$ cat config.mk
export PLATFORM = sky130hd
export DESIGN_NAME = directionality_index_binner_unit
export DESIGN_NICKNAME = d
export VERILOG_FILES = /design/src/design/dib_pkg.sv /design/src/design/dib_sqr.sv /design/src/design/dib_div.sv /design/src/design/directionality_index_binner_unit.sv
export SDC_FILE = /design/constraint.sdc
export NUM_CORES = 2
export LEC_CHECK = 0
export BUFFER_PORTS_ARGS = -buffer_cell sky130_fd_sc_hd__buf_4
export CAP_MARGIN = 5
export CELL_PAD_IN_SITES_DETAIL_PLACEMENT = 0
export CELL_PAD_IN_SITES_GLOBAL_PLACEMENT = 1
export CORE_MARGIN = 5
export CORE_UTILIZATION = 49
export CTS_CLUSTER_DIAMETER = 40
export DETAILED_ROUTE_END_ITERATION = 12
export HOLD_SLACK_MARGIN = 0.03
export PLACE_DENSITY_LB_ADDON = 0.1
export SYNTH_ARGS = -nofsm -noshare
export SYNTH_HDL_FRONTEND = slang
export SYNTH_SLANG_ARGS = --single-unit
$ cat constraint.sdc
create_clock -name clk -period 8.5 [get_ports clk]
set_clock_uncertainty 0.1 [all_clocks]
set_input_delay 1.7 -clock clk [delete_from_list [all_inputs] [get_ports clk]]
set_output_delay 1.7 -clock clk [all_outputs]
set_load 0.05 [all_outputs]
$ cat src/design/dib_pkg.sv
`timescale 1ns / 1ps
package dib_pkg;

	// Field widths
	localparam int POS_W  = 28;
	localparam int SIZE_W = 21;
	localparam int DI_W   = 33;

	// Config port
	localparam int ADDR_W = 4;
	localparam int DATA_W = 32;

	// Counter width and index fraction
	localparam int COUNT_BITS = 24;
	localparam int FRAC_BITS  = 8;

	// Serial arithmetic widths
	localparam int SQ_W  = 2 * COUNT_BITS;
	localparam int NUM_W = SQ_W + FRAC_BITS;
	localparam int QUO_W = COUNT_BITS + FRAC_BITS;
	localparam int MAG_W = QUO_W + 1;
	localparam int CMP_W = (MAG_W > DI_W) ? MAG_W : DI_W + 1;

	// Index saturation limits
	localparam logic [63:0] DI_POS_MAX = 64'h0000_0000_FFFF_FFFF;
	localparam logic [63:0] DI_NEG_MAX = 64'h0000_0001_0000_0000;

	// Register reset values
	localparam logic [POS_W-1:0]  ORIGIN_RST = 28'd0;
	localparam logic [SIZE_W-1:0] SIZE_RST   = 21'd40000;
	localparam logic [POS_W-1:0]  MAXD_RST   = 28'd2000000;

	typedef enum logic [1:0] {
		REG_WINDOW_ORIGIN = 2'd0,
		REG_WINDOW_SIZE   = 2'd1,
		REG_MAX_DISTANCE  = 2'd2
	} reg_idx_t;

	typedef struct packed {
		logic                  start;
		logic                  neg;
		logic [COUNT_BITS:0]   sum;
	} div_req_t;

endpackage

$ cat src/design/dib_sqr.sv
`timescale 1ns / 1ps
module dib_sqr (
	input  logic                            clk,
	input  logic                            arst_n,
	input  logic                            start,
	input  logic [dib_pkg::COUNT_BITS-1:0]  d,
	output logic                            done,
	output logic [dib_pkg::SQ_W-1:0]        prod
);
	import dib_pkg::*;

	localparam int CNT_W = $clog2(COUNT_BITS);
	localparam logic [CNT_W-1:0] CNT_LAST = CNT_W'(COUNT_BITS - 1);

	logic                  busy_q;
	logic                  done_q;
	logic [CNT_W-1:0]      cnt_q;
	logic [COUNT_BITS-1:0] mcand_q;
	logic [COUNT_BITS-1:0] mplier_q;
	logic [SQ_W-1:0]       acc_q;
	logic [COUNT_BITS:0]   add_v;
	logic [COUNT_BITS:0]   hi_sum;

	// Add the multiplicand into the upper half when the low multiplier bit is set
	always_comb begin
		add_v  = mplier_q[0] ? {1'b0, mcand_q} : '0;
		hi_sum = {1'b0, acc_q[SQ_W-1:COUNT_BITS]} + add_v;
	end

	// Sequence one multiplier bit per cycle
	always_ff @(posedge clk or negedge arst_n) begin
		if (!arst_n) begin
			busy_q <= 1'b0;
			done_q <= 1'b0;
			cnt_q  <= '0;
		end else begin
			done_q <= 1'b0;
			if (start) begin
				busy_q <= 1'b1;
				cnt_q  <= '0;
			end else if (busy_q) begin
				cnt_q <= cnt_q + 1'b1;
				if (cnt_q == CNT_LAST) begin
					busy_q <= 1'b0;
					done_q <= 1'b1;
				end
			end
		end
	end

	// Shift partial product right, retire one multiplier bit
	always_ff @(posedge clk) begin
		if (start) begin
			mcand_q  <= d;
			mplier_q <= d;
			acc_q    <= '0;
		end else if (busy_q) begin
			acc_q    <= {hi_sum, acc_q[COUNT_BITS-1:1]};
			mplier_q <= mplier_q >> 1;
		end
	end

	assign done = done_q;
	assign prod = acc_q;

endmodule

$ cat src/design/dib_div.sv
`timescale 1ns / 1ps
module dib_div (
	input  logic                            clk,
	input  logic                            arst_n,
	input  dib_pkg::div_req_t               req,
	input  logic [dib_pkg::SQ_W-1:0]        sq,
	output logic                            done,
	output logic signed [dib_pkg::DI_W-1:0] di
);
	import dib_pkg::*;

	localparam int DCNT_W = $clog2(NUM_W);
	localparam logic [DCNT_W-1:0] DCNT_LAST = DCNT_W'(NUM_W - 1);

	logic                     busy_q;
	logic                     fin_q;
	logic                     done_q;
	logic [DCNT_W-1:0]        cnt_q;
	logic [NUM_W-1:0]         num_q;
	logic [COUNT_BITS:0]      rem_q;
	logic [COUNT_BITS:0]      s_q;
	logic [QUO_W-1:0]         quot_q;
	logic                     neg_q;
	logic signed [DI_W-1:0]   di_q;

	logic [COUNT_BITS+1:0]    trial;
	logic                     qbit;
	logic                     round_up;
	logic [MAG_W-1:0]         mag;
	logic [CMP_W-1:0]         mag_x;
	logic [CMP_W-1:0]         lim;
	logic [CMP_W-1:0]         sat;
	logic [DI_W-1:0]          sat_mag;

	// Restoring step: bring in one numerator bit, try to subtract the sum
	always_comb begin
		trial = {rem_q, num_q[NUM_W-1]} - {1'b0, s_q};
		qbit  = ~trial[COUNT_BITS+1];
	end

	// Round half away from zero, clamp, apply sign
	always_comb begin
		round_up = {rem_q, 1'b0} >= {1'b0, s_q};
		mag      = {1'b0, quot_q} + MAG_W'(round_up);
		mag_x    = CMP_W'(mag);
		lim      = neg_q ? CMP_W'(DI_NEG_MAX) : CMP_W'(DI_POS_MAX);
		sat      = (mag_x > lim) ? lim : mag_x;
		sat_mag  = DI_W'(sat);
	end

	// Step control
	always_ff @(posedge clk or negedge arst_n) begin
		if (!arst_n) begin
			busy_q <= 1'b0;
			fin_q  <= 1'b0;
			done_q <= 1'b0;
			cnt_q  <= '0;
		end else begin
			done_q <= 1'b0;
			fin_q  <= 1'b0;
			if (req.start) begin
				busy_q <= 1'b1;
				cnt_q  <= '0;
			end else if (busy_q) begin
				cnt_q <= cnt_q + 1'b1;
				if (cnt_q == DCNT_LAST) begin
					busy_q <= 1'b0;
					fin_q  <= 1'b1;
				end
			end
			if (fin_q) begin
				done_q <= 1'b1;
			end
		end
	end

	// Datapath: load operands, then one quotient bit per cycle
	always_ff @(posedge clk) begin
		if (req.start) begin
			num_q  <= NUM_W'(sq) << FRAC_BITS;
			rem_q  <= '0;
			quot_q <= '0;
			s_q    <= req.sum;
			neg_q  <= req.neg;
		end else if (busy_q) begin
			num_q  <= num_q << 1;
			rem_q  <= qbit ? trial[COUNT_BITS:0] : {rem_q[COUNT_BITS-1:0], num_q[NUM_W-1]};
			quot_q <= {quot_q[QUO_W-2:0], qbit};
		end
		if (fin_q) begin
			di_q <= neg_q ? (~sat_mag + 1'b1) : sat_mag;
		end
	end

	assign done = done_q;
	assign di   = di_q;

endmodule

$ cat src/design/directionality_index_binner_unit.sv
`timescale 1ns / 1ps
// Channel  | handshake          | word
// ---------+--------------------+------------------------------------------------
// in       | in_valid/in_stall  | read_pos, mate_pos
// out      | out_valid/out_stall| pair_counted, window_closed, closed_window_start,
//          |                    | window_di
// cfg      | APB psel/penable   | window_origin, window_size, max_distance
//
// An item that leaves its window open passes through the evaluation and completion
// states before its result is loaded into the output register.
// An item that closes a window with unequal counts also passes through the
// bit-serial squarer and then the bit-serial divider before completion.
// One item is in flight at a time; in_stall is high from accept until the
// result sits in the output register, and an unread result holds the block.
// Reset clears control state and loads register defaults; no clearing pass.
module directionality_index_binner_unit (
	input  logic                              clk,
	input  logic                              arst_n,
	// config port
	input  logic                              psel,
	input  logic                              penable,
	input  logic                              pwrite,
	input  logic [dib_pkg::ADDR_W-1:0]        paddr,
	input  logic [dib_pkg::DATA_W-1:0]        pwdata,
	output logic [dib_pkg::DATA_W-1:0]        prdata,
	output logic                              pready,
	// input words
	input  logic                              in_valid,
	output logic                              in_stall,
	input  logic [dib_pkg::POS_W-1:0]         read_pos,
	input  logic [dib_pkg::POS_W-1:0]         mate_pos,
	// result words
	output logic                              out_valid,
	input  logic                              out_stall,
	output logic                              pair_counted,
	output logic                              window_closed,
	output logic [dib_pkg::POS_W-1:0]         closed_window_start,
	output logic signed [dib_pkg::DI_W-1:0]   window_di
);
	import dib_pkg::*;

	typedef enum logic [4:0] {
		ST_IDLE = 5'b00001,
		ST_EVAL = 5'b00010,
		ST_SQR  = 5'b00100,
		ST_DIV  = 5'b01000,
		ST_DONE = 5'b10000
	} state_t;

	state_t                 state_q;

	// config registers
	logic [POS_W-1:0]       origin_q;
	logic [SIZE_W-1:0]      size_q;
	logic [POS_W-1:0]       maxd_q;

	// window state
	logic [POS_W-1:0]       start_q;
	logic [COUNT_BITS-1:0]  up_q;
	logic [COUNT_BITS-1:0]  dn_q;

	// captured item and pending result
	logic [POS_W-1:0]       rd_q;
	logic [POS_W-1:0]       mt_q;
	logic                   counted_q;
	logic                   closed_q;
	logic [POS_W-1:0]       cstart_q;
	logic                   neg_q;
	logic [COUNT_BITS:0]    sum_q;
	logic signed [DI_W-1:0] di_res_q;

	// output register
	logic                   out_valid_q;
	logic                   pair_counted_q;
	logic                   window_closed_q;
	logic [POS_W-1:0]       closed_start_q;
	logic signed [DI_W-1:0] window_di_q;

	logic                   cfg_wr;
	reg_idx_t               cfg_idx;
	logic                   accept;
	logic                   out_free;

	logic [POS_W:0]         win_end;
	logic                   close;
	logic                   up_hit;
	logic                   dn_hit;
	logic [COUNT_BITS-1:0]  up_base;
	logic [COUNT_BITS-1:0]  dn_base;
	logic [COUNT_BITS-1:0]  up_next;
	logic [COUNT_BITS-1:0]  dn_next;
	logic                   cnt_neg;
	logic [COUNT_BITS-1:0]  diff;
	logic [COUNT_BITS:0]    cnt_sum;
	logic                   need_div;

	logic                   sqr_start;
	logic                   sqr_done;
	logic [SQ_W-1:0]        sqr_prod;
	div_req_t               div_req;
	logic                   div_done;
	logic signed [DI_W-1:0] div_di;

	assign cfg_wr   = psel && penable && pwrite && pready;
	assign cfg_idx  = reg_idx_t'(paddr[ADDR_W-1:2]);
	assign pready   = 1'b1;
	assign in_stall = (state_q != ST_IDLE);
	assign accept   = in_valid && !in_stall;
	assign out_free = !out_valid_q || !out_stall;

	// Register read mux
	always_comb begin
		unique case (cfg_idx)
			REG_WINDOW_ORIGIN: prdata = DATA_W'(origin_q);
			REG_WINDOW_SIZE:   prdata = DATA_W'(size_q);
			REG_MAX_DISTANCE:  prdata = DATA_W'(maxd_q);
			default:           prdata = '0;
		endcase
	end

	// Window close test and mate classification
	always_comb begin
		win_end = {1'b0, start_q} + (POS_W + 1)'(size_q);
		close   = {1'b0, rd_q} >= win_end;
		up_hit  = (mt_q < rd_q) && ((rd_q - mt_q) <= maxd_q);
		dn_hit  = (mt_q > rd_q) && ((mt_q - rd_q) <= maxd_q);
		up_base = close ? '0 : up_q;
		dn_base = close ? '0 : dn_q;
		up_next = (up_hit && !(&up_base)) ? up_base + 1'b1 : up_base;
		dn_next = (dn_hit && !(&dn_base)) ? dn_base + 1'b1 : dn_base;
	end

	// Operands of the index from the counts of the window being closed
	always_comb begin
		cnt_neg  = dn_q < up_q;
		diff     = cnt_neg ? (up_q - dn_q) : (dn_q - up_q);
		cnt_sum  = {1'b0, up_q} + {1'b0, dn_q};
		need_div = close && (up_q != dn_q);
	end

	assign sqr_start     = (state_q == ST_EVAL) && need_div;
	assign div_req.start = sqr_done;
	assign div_req.neg   = neg_q;
	assign div_req.sum   = sum_q;

	dib_sqr u_sqr (
		.clk    (clk),
		.arst_n (arst_n),
		.start  (sqr_start),
		.d      (diff),
		.done   (sqr_done),
		.prod   (sqr_prod)
	);

	dib_div u_div (
		.clk    (clk),
		.arst_n (arst_n),
		.req    (div_req),
		.sq     (sqr_prod),
		.done   (div_done),
		.di     (div_di)
	);

	// Sequencer
	always_ff @(posedge clk or negedge arst_n) begin
		if (!arst_n) begin
			state_q <= ST_IDLE;
		end else begin
			unique case (state_q)
				ST_IDLE: if (accept) state_q <= ST_EVAL;
				ST_EVAL: state_q <= need_div ? ST_SQR : ST_DONE;
				ST_SQR:  if (sqr_done) state_q <= ST_DIV;
				ST_DIV:  if (div_done) state_q <= ST_DONE;
				ST_DONE: if (out_free) state_q <= ST_IDLE;
				default: state_q <= ST_IDLE;
			endcase
		end
	end

	// Config registers and window state
	always_ff @(posedge clk or negedge arst_n) begin
		if (!arst_n) begin
			origin_q <= ORIGIN_RST;
			size_q   <= SIZE_RST;
			maxd_q   <= MAXD_RST;
			start_q  <= ORIGIN_RST;
			up_q     <= '0;
			dn_q     <= '0;
		end else begin
			if (state_q == ST_EVAL) begin
				if (close) begin
					start_q <= win_end[POS_W-1:0];
				end
				up_q <= up_next;
				dn_q <= dn_next;
			end
			if (cfg_wr) begin
				unique case (cfg_idx)
					REG_WINDOW_ORIGIN: begin
						origin_q <= pwdata[POS_W-1:0];
						start_q  <= pwdata[POS_W-1:0];
					end
					REG_WINDOW_SIZE:  size_q <= pwdata[SIZE_W-1:0];
					REG_MAX_DISTANCE: maxd_q <= pwdata[POS_W-1:0];
					default: ;
				endcase
			end
		end
	end

	// Capture the item and the pending result fields
	always_ff @(posedge clk) begin
		if (accept) begin
			rd_q <= read_pos;
			mt_q <= mate_pos;
		end
		if (state_q == ST_EVAL) begin
			counted_q <= up_hit || dn_hit;
			closed_q  <= close;
			cstart_q  <= close ? start_q : '0;
			neg_q     <= cnt_neg;
			sum_q     <= cnt_sum;
			di_res_q  <= '0;
		end
		if ((state_q == ST_DIV) && div_done) begin
			di_res_q <= div_di;
		end
	end

	// Output register: load when free, drop when taken
	always_ff @(posedge clk or negedge arst_n) begin
		if (!arst_n) begin
			out_valid_q <= 1'b0;
		end else if ((state_q == ST_DONE) && out_free) begin
			out_valid_q <= 1'b1;
		end else if (!out_stall) begin
			out_valid_q <= 1'b0;
		end
	end

	always_ff @(posedge clk) begin
		if ((state_q == ST_DONE) && out_free) begin
			pair_counted_q  <= counted_q;
			window_closed_q <= closed_q;
			closed_start_q  <= cstart_q;
			window_di_q     <= di_res_q;
		end
	end

	assign out_valid           = out_valid_q;
	assign pair_counted        = pair_counted_q;
	assign window_closed       = window_closed_q;
	assign closed_window_start = closed_start_q;
	assign window_di           = window_di_q;

	// A new result only ever follows the completion state
	a_load_from_done: assert property (@(posedge clk) disable iff (!arst_n)
		$rose(out_valid) |-> $past(state_q == ST_DONE))
		else $error("result word loaded outside completion state");

	// An open window reports a zero start and a zero index
	a_open_zero: assert property (@(posedge clk) disable iff (!arst_n)
		(out_valid && !window_closed) |-> (window_di == '0 && closed_window_start == '0))
		else $error("nonzero index on a word that closed no window");

	// Squarer finishes only while the sequencer waits for it
	a_sqr_owned: assert property (@(posedge clk) disable iff (!arst_n)
		sqr_done |-> (state_q == ST_SQR))
		else $error("squarer done outside its wait state");

	// Divider finishes only while the sequencer waits for it
	a_div_owned: assert property (@(posedge clk) disable iff (!arst_n)
		div_done |-> (state_q == ST_DIV))
		else $error("divider done outside its wait state");

endmodule

==> metrics.txt <==
# TYPE chip_impl_metric gauge
chip_impl_metric{name="fp-row-count",unit=""} 103
chip_impl_metric{name="fin_total_pwr",unit="uW"} 14800
chip_impl_metric{name="antenna_violations_before_repair",unit=""} 2
chip_impl_metric{name="synthesis.area_per_instance",unit="um2"} 9.91
chip_impl_metric{name="synth_enable_flop_cells",unit=""} 363
chip_impl_metric{name="grt_use_total",unit=""} 0.227
chip_impl_metric{name="final.min_clock_period",unit="ps"} 7560
chip_impl_metric{name="synthesis.yosys.warnings",unit=""} 0
chip_impl_metric{name="timing.critical_path.arrival",unit="ps"} 7900
chip_impl_metric{name="post_synth_inst_count",unit=""} 3943
chip_impl_metric{name="core-area",unit="um2"} 79000
chip_impl_metric{name="final_max_slew_viol_count",unit=""} 0
chip_impl_metric{name="max_clock_freq",unit="MHz"} 132
chip_impl_metric{name="hold_viol_final",unit=""} 0
chip_impl_metric{name="clock-sinks",unit=""} 643
chip_impl_metric{name="final_std_cell_area_no_fill",unit="um2"} 45200
chip_impl_metric{name="routed_wl",unit="mm"} 99.3
chip_impl_metric{name="cp_data_required_time",unit="ps"} 8840
chip_impl_metric{name="final_total_negative_setup_slack",unit="ps"} 0
chip_impl_metric{name="grt_start_max_net_pins",unit=""} 89
chip_impl_info{name="worst_hold_path_type",value="reg -> reg"} 1
chip_impl_metric{name="postCtsSetupRepairBufs",unit=""} 0
chip_impl_info{name="clk_root_buffer_cell",value="sky130_fd_sc_hd__clkbuf_16"} 1
chip_impl_info{name="mostFrequentLayoutCells",value="sky130_fd_sc_hd__nand2_1 (379), sky130_fd_sc_hd__edfxtp_1 (363), sky130_fd_sc_hd__ha_1 (319), sky130_fd_sc_hd__nor2_1 (315), sky130_fd_sc_hd__a21oi_1 (251)"} 1
chip_impl_metric{name="critical_path_peak_fanout",unit=""} 7
chip_impl_metric{name="first_pass_grt_wire_length",unit="mm"} 157
chip_impl_metric{name="synth_async_sr_flop_share",unit=""} 0.272
chip_impl_metric{name="path_clk_slew",unit="ps"} 60
chip_impl_info{name="timing.critical_path.slowest_stage_cell",value="sky130_fd_sc_hd__or4_1"} 1
chip_impl_metric{name="final.hold.worst_slack",unit="ps"} 307
chip_impl_info{name="outcome",value="finished clean"} 1
chip_impl_metric{name="port_buffers",unit=""} 185
chip_impl_metric{name="h-tree-depth",unit=""} 3
chip_impl_metric{name="floorplan.die.width",unit="um"} 292
chip_impl_metric{name="firstDrtPassIters",unit=""} 5
chip_impl_info{name="criticalPathCategory",value="reg -> reg"} 1
chip_impl_metric{name="setup_viol",unit=""} 0
chip_impl_info{name="critical_path.startpoint_type",value="register"} 1
chip_impl_metric{name="die_height",unit="um"} 292
chip_impl_metric{name="fillers",unit=""} 7013
chip_impl_info{name="library_cell_appearing_most_often_on_the_critical_path",value="sky130_fd_sc_hd__ha_1"} 1
chip_impl_metric{name="initial_utilization",unit=""} 0.495
chip_impl_metric{name="top_level_ports",unit=""} 197
chip_impl_info{name="synthFlopType",value="sky130_fd_sc_hd__edfxtp_1"} 1
chip_impl_metric{name="synth.cell_area",unit="um2"} 39100
chip_impl_metric{name="nets",unit=""} 4526
chip_impl_metric{name="place.gp.congestion",unit=""} 0.908
chip_impl_metric{name="route.detailed.vias_per_inst",unit=""} 5.55
chip_impl_metric{name="layout_area_overhead",unit="%"} 15.7
chip_impl_metric{name="floorplan.die_area",unit="um2"} 85500
chip_impl_metric{name="drive_gt1_frac",unit=""} 0.138
chip_impl_metric{name="diodes",unit=""} 0
chip_impl_metric{name="total_congestion_overflow",unit=""} 0
chip_impl_metric{name="number_of_global_route_vias_before_repair",unit=""} 28000
chip_impl_metric{name="power_per_cell_area",unit="nW/um2"} 327
chip_impl_metric{name="min_period_over_period",unit=""} 0.890
chip_impl_metric{name="antenna_violating_nets_post_route",unit=""} 0
chip_impl_metric{name="clk-insertion-delay-late",unit="ps"} 680
chip_impl_metric{name="max_slew.worst_pin.slew",unit="ps"} 1180
chip_impl_info{name="setup.worst_path.end_class",value="register"} 1
chip_impl_info{name="grt_setup_unrepaired",value="no"} 1
chip_impl_metric{name="post_dp_cell_area",unit="um2"} 41400
chip_impl_metric{name="routed-via-count",unit=""} 29100
chip_impl_metric{name="static-leakage-power",unit="uW"} 0.0196
chip_impl_metric{name="post_route_drc_violation_count",unit=""} 0
chip_impl_info{name="tritoncts",value="done"} 1
chip_impl_metric{name="slew-limit-headroom",unit=""} 0.212
chip_impl_metric{name="ir_drop",unit="V"} 0.000193
chip_impl_metric{name="avgRoutedWirePerCell",unit="um"} 18.9
chip_impl_metric{name="cts_made_buffers",unit=""} 107
chip_impl_metric{name="post-dp-hpwl",unit="mm"} 74.0
chip_impl_metric{name="cts_buffer_depth",unit=""} 3
chip_impl_metric{name="ys_seq_elements",unit=""} 643
chip_impl_metric{name="first_iter_violations",unit=""} 2065
chip_impl_info{name="leading_cell_type_in_the_layout_fill_and_taps_excluded",value="sky130_fd_sc_hd__nand2_1"} 1
chip_impl_metric{name="synth-seq-area-share",unit=""} 0.445
chip_impl_metric{name="timing.critical_path.slowest_cell_delay",unit="ps"} 530
chip_impl_metric{name="timing.max_cap.violations",unit=""} 0
chip_impl_metric{name="ys_types",unit=""} 107
chip_impl_metric{name="post-route-util",unit=""} 0.572
[layer usage]
metal / GRT usage / share of wire / vias to the layer above
li1: - / - / 14500
met1: 0.349 / 0.50 / 13900
met2: 0.335 / 0.42 / 652
met3: 0.0350 / 0.050 / 118
met4: 0.0595 / 0.022 / 0
met5: 0 / 0 / -
[power breakdown]
part / internal [uW] / switching (uW) / total (uW) / leakage (uW)
Combinational: 2330 / 3560 / 5890 / 0.0114
Clock: 2700 / 1720 / 4420 / 0.00182
Sequential: 4080 / 404 / 4490 / 0.00638
Total: 9110 / 5680 / 14800 / 0.0196
[through the flow]
stage                     std cells  setup WS, ps
final                          5245           939
after global routing           5245          65.0
after CTS                      5245           567
after detailed placement       5041           606
after global placement         5041           636
after floorplan                3946          1510
[cell type report]
| type | instances | area, um2 | area share |
|---|---|---|---|
| Multi-Input combinational cell | 2874 | 20100 | 0.445 |
| Sequential cell | 643 | 17400 | 0.385 |
| Clock buffer | 118 | 2780 | 0.0615 |
| Timing Repair Buffer | 225 | 1700 | 0.0375 |
| Tap cell | 1050 | 1310 | 0.0290 |
| Clock inverter | 86 | 972 | 0.0215 |
| Inverter | 249 | 936 | 0.0207 |
[Yosys cell counts, drive strengths merged, types with 24 or more instances]
master | number | share of area
nand2 | 382 | 0.037
edfxtp | 363 | 0.28
ha | 319 | 0.10
nor2 | 318 | 0.031
a21oi | 253 | 0.033
inv | 248 | 0.024
o21ai | 203 | 0.026
dfrtp | 162 | 0.10
xnor2 | 140 | 0.032
mux2i | 137 | 0.035
clkbuf | 136 | 0.013
a21o | 112 | 0.022
and2 | 105 | 0.017
dfxtp | 105 | 0.054
xor2 | 98 | 0.022
nand3 | 84 | 0.011
mux2 | 82 | 0.024
nand4 | 81 | 0.014
nor3 | 73 | 0.0097
a211oi | 44 | 0.0086
buf | 44 | 0.0059
o21a | 44 | 0.0085
o21bai | 36 | 0.0069
nor2b | 29 | 0.0046
nor4 | 26 | 0.0049
and3 | 24 | 0.0040
o211ai | 24 | 0.0046
[worst max-delay path, delay by kind of cell (launching register included)]
family                   cells  cell delay [ps]
AND/OR/NAND/NOR             17             3280
AO/OA/AOI/OAI               11             1950
adder cells (fa/ha/maj)      5             1380
flip-flops                   1              320
XOR/XNOR                     1              190
buffers and inverters        2               90
[what timing repair did]
| item | 4_1_cts | 5_1_grt |
|---|---|---|
| endpoints found under the setup margin | 0 | 6 |
| resized for setup | 0 | 8 |
| hold endpoints to repair | 0 | 0 |
| hold buffers | 0 | 0 |
[worst paths after layout]
kind                                       startpoint                      end  slack [ps]  cells after the start
max                            u_div.s_q[3]$_DFFE_PP_   u_div.di[22]$_DFFE_PP_         940                     36
min                        di_res_q[18]$_SDFFCE_PN0P_  window_di[18]$_DFFE_PP_         310                      0
max reg2reg                    u_div.s_q[3]$_DFFE_PP_   u_div.di[22]$_DFFE_PP_         940                     36
min reg2reg                di_res_q[18]$_SDFFCE_PN0P_  window_di[18]$_DFFE_PP_         310                      0
max in group asynchronous                      arst_n   maxd_q[16]$_DFFE_PN0P_        5990                      2
min in group asynchronous                      arst_n      dn_q[0]$_DFFE_PN0N_         940                      1
[kinds of logic after synthesis]
group / Yosys count / share of synthesized area
AND/OR/NAND/NOR: 1204 / 0.147
AO/OA/AOI/OAI: 881 / 0.145
flip-flops: 643 / 0.445
buffers and inverters: 429 / 0.0429
adder cells (fa/ha/maj): 327 / 0.106
XOR/XNOR: 238 / 0.0540
multiplexers: 219 / 0.0587
other: 2 / 0.000192
[state kept, by name, summed over array words and instances (netlist names), 6 cells and up]
name,cells
origin_q,28
u_sqr.mcand_q,24
u_div.num_q,48
u_sqr.mplier_q,24
u_div.rem_q,25
window_di,33
u_div.cnt_q,6
sum_q,25
dn_q,24
cstart_q,28
u_sqr.prod,48
closed_window_start,28
u_div.quot_q,32
start_q,28
mt_q,28
u_div.s_q,25
size_q,21
u_div.di,33
maxd_q,28
up_q,24
di_res_q,33
rd_q,28
(Power assumes the default switching activity.)
